File: src/sv/fdjlm_pkg.sv
`timescale 1ns / 1ps

package fdjlm_pkg;

  localparam int CFG_IDX_W = 4;

  localparam logic [1:0] REQ_PACKET    = 2'd0;
  localparam logic [1:0] REQ_RD_DELAY  = 2'd1;
  localparam logic [1:0] REQ_RD_JITTER = 2'd2;
  localparam logic [1:0] REQ_CLEAR     = 2'd3;

  localparam logic [CFG_IDX_W-1:0] CFG_DELAY_EN    = 4'd0;
  localparam logic [CFG_IDX_W-1:0] CFG_DELAY_LOW   = 4'd1;
  localparam logic [CFG_IDX_W-1:0] CFG_DELAY_WIDTH = 4'd2;
  localparam logic [CFG_IDX_W-1:0] CFG_DELAY_BINS  = 4'd3;
  localparam logic [CFG_IDX_W-1:0] CFG_JITTER_EN    = 4'd4;
  localparam logic [CFG_IDX_W-1:0] CFG_JITTER_LOW   = 4'd5;
  localparam logic [CFG_IDX_W-1:0] CFG_JITTER_WIDTH = 4'd6;
  localparam logic [CFG_IDX_W-1:0] CFG_JITTER_BINS  = 4'd7;

  typedef struct packed {
    logic busy;
    logic done;
  } div_stat_t;

endpackage

File: src/sv/fdjlm_div.sv
`timescale 1ns / 1ps

module fdjlm_div (
  input  logic                 clk,
  input  logic                 rst,
  input  logic                 start,
  input  logic [63:0]          dividend,
  input  logic [31:0]          divisor,
  output fdjlm_pkg::div_stat_t stat,
  output logic [31:0]          quotient
);

  import fdjlm_pkg::*;

  localparam logic [1:0] D_IDLE = 2'd0;
  localparam logic [1:0] D_CHK  = 2'd1;
  localparam logic [1:0] D_RUN  = 2'd2;

  logic [1:0]  dstate;
  logic [31:0] rem;
  logic [31:0] lo;
  logic [31:0] dvs;
  logic [4:0]  cnt;
  logic        done;

  logic [32:0] trial;
  logic [32:0] diff;
  logic        qbit;
  logic [31:0] rem_next;

  // restoring step, one quotient bit per cycle; rem < dvs holds while running
  always_comb begin
    trial    = {rem, lo[31]};
    diff     = trial - {1'b0, dvs};
    qbit     = trial >= {1'b0, dvs};
    rem_next = qbit ? diff[31:0] : trial[31:0];
  end

  always_ff @(posedge clk) begin
    if (rst) begin
      dstate <= D_IDLE;
      done   <= 1'b0;
      cnt    <= '0;
    end else begin
      case (dstate)
        D_IDLE: begin
          done <= 1'b0;
          if (start) begin
            rem    <= dividend[63:32];
            lo     <= dividend[31:0];
            dvs    <= divisor;
            cnt    <= '0;
            dstate <= D_CHK;
          end
        end
        D_CHK: begin
          // quotient would not fit in 32 bits: saturate
          done <= rem >= dvs;
          if (rem >= dvs) begin
            lo     <= '1;
            dstate <= D_IDLE;
          end else begin
            dstate <= D_RUN;
          end
        end
        D_RUN: begin
          rem  <= rem_next;
          lo   <= {lo[30:0], qbit};
          cnt  <= cnt + 5'd1;
          done <= cnt == 5'd31;
          if (cnt == 5'd31) begin
            dstate <= D_IDLE;
          end
        end
        default: begin
          done   <= 1'b0;
          dstate <= D_IDLE;
        end
      endcase
    end
  end

  assign stat.busy = dstate != D_IDLE;
  assign stat.done = done;
  assign quotient  = lo;

endmodule

File: config.mk
export PLATFORM = sky130hd
export DESIGN_NAME = fdjlm_div
export DESIGN_NICKNAME = d
export VERILOG_FILES = /design/src/sv/fdjlm_pkg.sv /design/src/sv/fdjlm_div.sv
export SDC_FILE = /design/constraint.sdc
export NUM_CORES = 1
export LEC_CHECK = 0
export BUFFER_PORTS_ARGS = -buffer_cell sky130_fd_sc_hd__buf_2
export CAP_MARGIN = 10
export CORE_MARGIN = 5
export CORE_UTILIZATION = 57
export CTS_BUF_LIST = sky130_fd_sc_hd__clkbuf_2 sky130_fd_sc_hd__clkbuf_4 sky130_fd_sc_hd__clkbuf_8
export DETAILED_ROUTE_END_ITERATION = 8
export MAX_ROUTING_LAYER = met4
export PLACE_DENSITY = 0.88
export SLEW_MARGIN = 20
export SYNTH_ARGS = -nofsm -noshare
export SYNTH_HDL_FRONTEND = slang
export SYNTH_SLANG_ARGS = --single-unit
File: constraint.sdc
create_clock -name clk -period 10.44 [get_ports clk]
set_input_delay 2.088 -clock clk [delete_from_list [all_inputs] [get_ports clk]]
set_output_delay 2.088 -clock clk [all_outputs]
set_load 0.02 [all_outputs]
---- After elaboration in Yosys (flattened, before gate mapping) ----
Cells that the tools add are included.
storage, ports and cells
  output and inout port bits .............. 34
  memory bits (read-only) ................. 0
  register bits ........................... 104
  logic and storage cells ................. 39
  bits in latches ......................... 0
  bits in writable memories ............... 0
  input bits .............................. 99
  memories kept ........................... 0
cells by class
  multipliers ............................. 0
  mux-type cells .......................... 13
  bitwise logic cells ..................... 1
  shift operators ......................... 0
  div/mod/pow operators ................... 0
  equality and inequality tests ........... 6
  reductions and logical operators ........ 9
  magnitude comparators ................... 2
  add/subtract/negate cells ............... 2
operators with widths
  operator                                                               count
  32-bit 2-to-1 mux                                                      4
  32-bit case mux with 3 select lines                                    1
  32-bit case mux with 2 select lines                                    1
  33-bit by 32-bit >= comparator with 1-bit output                       1
  32-bit >= comparator                                                   1
  32-bit subtractor                                                      1
  5-bit case mux with 2 select lines                                     1
  2-bit 2-to-1 mux                                                       3
  2-bit inequality test, second input constant                           3
  2-bit case mux with 3 select lines                                     1
  3-bit AND reduction                                                    2
  5-bit by 1-bit adder with 5-bit output, second input constant          1
  5-bit equality test, second input constant                             1
  5-bit 2-to-1 mux                                                       1
  2-bit AND reduction                                                    2
  4-bit AND reduction                                                    1
  2-bit nonzero test                                                     2
  3-bit nonzero test                                                     1
  2-bit by 1-bit equality test with 1-bit output, second input constant  1
  2-bit equality test, second input constant                             1
  2-bit logical NOT                                                      1
  1-bit case mux with 2 select lines                                     1
  1-bit NOT                                                              1

---- Logic depth before layout (Yosys ltp) ----
  depth after elaboration ................. 3
  gate-level depth with buffers ........... 14
  depth with buffers taken out ............ 12

---- Worst setup path after synthesis ----
No wires, ideal clock.
  path kind ............................... input to register
  start ................................... in rst
  end ..................................... reg lo[0] (netlist: quotient[0]), enable pin
  cell stages on the path ................. 2
  arrival ................................. 5.448 ns
  library setup time ...................... 0.501 ns
  path buffers ............................ 1
  setup slack ............................. 4.491 ns
  data required time ...................... 9.939 ns
  path through ............................ clkbuf_1 > nor4_1
between the ends
  longest elaborated chain between the ends .. 2
ends and longest elaborated chain
  what                           line             source
  from (decl)                    fdjlm_div.sv:5   input logic rst,
  1-bit NOT (no line)            n/a
  4-bit AND reduction (no line)  n/a
  to (signal assigned)           fdjlm_div.sv:50  lo <= dividend[31:0];
  to (signal assigned)           fdjlm_div.sv:68  lo <= {lo[30:0], qbit};
  to (decl)                      fdjlm_div.sv:21  logic [31:0] lo;
No other way between the ends.
A chain may end at the register's enable or synchronous reset.

---- Final worst setup path ----
  start ................................... reg rem[0]
  end ..................................... reg lo[5] (netlist: quotient[5]), enable pin
between the ends
  longest elaborated chain between the ends .. 3
ends and longest elaborated chain
  what                             line             source
  from (decl)                      fdjlm_div.sv:20  logic [31:0] rem;
  from (signal assigned)           fdjlm_div.sv:49  rem <= dividend[63:32];
  from (signal assigned)           fdjlm_div.sv:67  rem <= rem_next;
  32-bit >= comparator             fdjlm_div.sv:59  if (rem >= dvs) begin
  2-bit inequality test (no line)  n/a
  4-bit AND reduction (no line)    n/a
No other way between the ends.

==> impl_metrics.toml <==
[cts]
cts_resized = 0
cts_tree = "done"
htree_levels = 3
path_clk_slew_ps = 110
cts.sinks = 104
clock_latency_ps = 390
cts_root_buf = "clkbuf_8"
hold_buffers = 0
cts_setup_buffers = 0
clockBufferDepth = 2
cts_made_buffers = 9

[yosys]
yosys.area_share.simple = 0.132
yosys.area_share.adder = 0.127
seq_area_frac_synth = 0.430
synth_compound_area_frac = 0.208
synth-xor-area-share = 0.0322
yosysTopAreaCell = "edfxtp_1"
synth_nets = 909
synth_area_leaders = "edfxtp_1, ha_1, a21oi_1"
synth_cells = 739
syn_area_sq_mm = 0.00708
synthFlopType = "edfxtp_1"
synth_edf_count = 96
ys_warn_count = 0
synthArstFlopShare = 0
synth.area.mux_share = 0.0262
synth_top_family_by_area = "compound AO/OA/AOI/OAI gates"
synth_seq_cells = 104
synthDistinctLibCells = 62
synth.avg_cell_area_sq_um = 9.58
synth_top_area_share = 0.407

[detailed_routing]
avgViaCountPerCell = 5.82
final_antenna_net_count = 0
drtPass1Iterations = 8
drc = 0
drtIter0Drc = 473
routed_wl_um = 16700
avgRoutedWirePerCell_um = 16.3
num_vias = 5944

[timing]
hold_viol = 0
finalCritPeriodShare = 0.355
fin_crit_ps = 3710
drv_slew = 0
slew_headroom = 0.321
clock_skew_ps = 17.3
fmax_mhz = 270
layout_setup_ws_ps = 6730
worstMarginPinSlew_ps = 1020
setup_viol = 0
rsz0062_at_grt = "no"
finalSetupTns_ps = 0

[final_layout]
nFillCells = 983
final_nets = 1018
area_growth_pct = 14.1
drive_gt1_frac = 0.202

[critical_path]
end_kind = "flop"
reg2reg_slack_ps = 6730
crit_required_ps = 10510
worst_r2r_endpoint = "quotient[5]$_DFFE_PP_"
reg2regPathDepth = 12
arrival_ps = 3770
start_kind = "flop"
rr_startpoint = "rem[0]$_DFFE_PP_"
critPathKind = "reg2reg"
path_max_fanout = 28

[pwr]
power_per_cell_area_mw_per_mm2 = 137
p_int_mw = 0.742
p_seq_frac = 0.467
p_leak_nw = 3.49
switching_share = 0.329
ir_worst_vdd_mv = 0.0993
switchingPower_mw = 0.364
clkPwrFrac = 0.248
comb_power_share = 0.285

[place]
io_buffers = 132
dp_hpwl_um = 12400
routabilityCongestion = 0.887
dp_slack_ps = 6620

[global_route]
grtUsageTotal = 0.235
grt_overflow = 0
grt_pass1_vias = 6003
grt_pass1_wl_um = 27400
grt_max_degree = 66
antenna_found_initial = 1

[min_path]
min_path_cells = 2
hp-start = "cnt[4]$_SDFFE_PP0P_"
holdPathEnd = "cnt[4]$_SDFFE_PP0P_"
hp-class = "reg2reg"

[floorplanning]
core_sq_mm = 0.0121
die_area_sq_mm = 0.0147
die_y_um = 121
initial_core_util = 0.584
rows = 40
io_pins = 133
die_w_um = 121

[status]
outcome = "complete, no violations"

[job]
maxCapViolations = 0
==> area by class of cell <==
class	instances	area (sq um)	share of cell area
flip-flops and latches	104	3040	0.377
multi-input cells	553	3750	0.465
repair buffers	136	691	0.0855
clock inverters	6	81.3	0.0101
well taps	168	210	0.0260
inverters	44	165	0.0205
clock buffers	10	131	0.0163
diodes	1	2.50	0.000310
==> how the worst max path moves through the flow <==
stage | from | to | slack [ps] | cells after the start
floorplan | rst | quotient[0]$_DFFE_PP_ | 4490 | 2
global placement | rem[7]$_DFFE_PP_ | rem[21]$_DFFE_PP_ | 6770 | 9
detailed placement | rem[7]$_DFFE_PP_ | rem[17]$_DFFE_PP_ | 6620 | 9
CTS | rem[2]$_DFFE_PP_ | rem[17]$_DFFE_PP_ | 6590 | 9
global route | rem[0]$_DFFE_PP_ | quotient[28]$_DFFE_PP_ | 6640 | 12
finish | rem[0]$_DFFE_PP_ | quotient[5]$_DFFE_PP_ | 6730 | 12
==> power groups by stage <==
| stage | clock [mW] | sequential, mW | combinational, mW |
|---|---|---|---|
| floorplan | 0 | 0.541 | 0.210 |
| global placement | 0 | 0.525 | 0.304 |
| detailed placement | 0 | 0.525 | 0.313 |
| CTS | 0.279 | 0.517 | 0.314 |
| global route | 0.295 | 0.520 | 0.352 |
| finish | 0.274 | 0.517 | 0.315 |
==> Yosys cell counts (4+ instances only) <==
cell type / count
nand3_1: 9
nand2_1: 34
ha_1: 70
nor2_1: 93
clkbuf_1: 24
xnor2_1: 14
o21ai_0: 24
nand2b_1: 6
nor2b_1: 14
o21a_1: 7
mux2i_1: 14
buf_2: 9
buf_1: 4
a211oi_1: 4
nand4_1: 11
inv_1: 43
mux2_2: 4
a21oi_1: 129
xor2_1: 12
a31oi_1: 10
a21o_1: 29
nor3_1: 10
dfxtp_1: 8
edfxtp_1: 96
o31ai_1: 4
==> layer usage <==
layer | vias up | track usage | share of wire
met1 | 2754 | 0.301 | 0.43
met3 | 27 | 0.0587 | 0.080
met5 | - | - | 0
li1 | 2938 | - | -
met2 | 225 | 0.380 | 0.48
met4 | 0 | 0.0532 | 0.015
==> layout by cell type, fill, tap and decap left out, drive strengths merged, types with 12 or more instances in the layout <==
cell type and n:
buf 136, a21oi 129, edfxtp 96, nor2 93, ha 70, inv 48
nand2 34, a21o 29, o21ai 26, nor2b 14, mux2i 14, xnor2 14
xor2 12
==> metrics by stage <==
stage / area (sq um) / instances / utilization / hold slack [ps] / power (mW)
after global placement: 7850 / 1005 / 0.648 / 529 / 0.828
after CTS: 8060 / 1021 / 0.666 / 577 / 1.11
final: 8080 / 1022 / 0.667 / 584 / 1.11
after global routing: 8080 / 1022 / 0.667 / 624 / 1.17
after detailed placement: 7850 / 1005 / 0.648 / 560 / 0.838
after floorplan: 7080 / 739 / - / 514 / 0.751
==> critical path, stage by stage (launching register included) <==
cell       delay (ps)
edfxtp_1          390
inv_1              90
ha_1              280
nand2b_1           90
a21o_1            120
a21o_1            120
a21o_1            120
a21o_1            130
a2111oi_0         120
o41ai_1           840
nor3_1            130
nor4_2            510
buf_4             440
==> flip-flops by register name, indices dropped and copies added (netlist names) <==
| name | cells |
|---|---|
| cnt | 5 |
| done | 1 |
| dstate | 2 |
| dvs | 32 |
| quotient | 32 |
| rem | 32 |
==> cell families (layout without fill, tap and decap cells) <==
group / after synthesis / after routing
AOI/OAI and AO/OA: 239 / 239
xor gates and xnor gates: 26 / 26
adders and majority gates: 71 / 71
buffers and inverters: 82 / 196
DFF: 104 / 104
muxes: 18 / 18
other: 0 / 1
and+or+nand+nor: 199 / 199
Note: power is estimated with default switching activity, not from simulation.
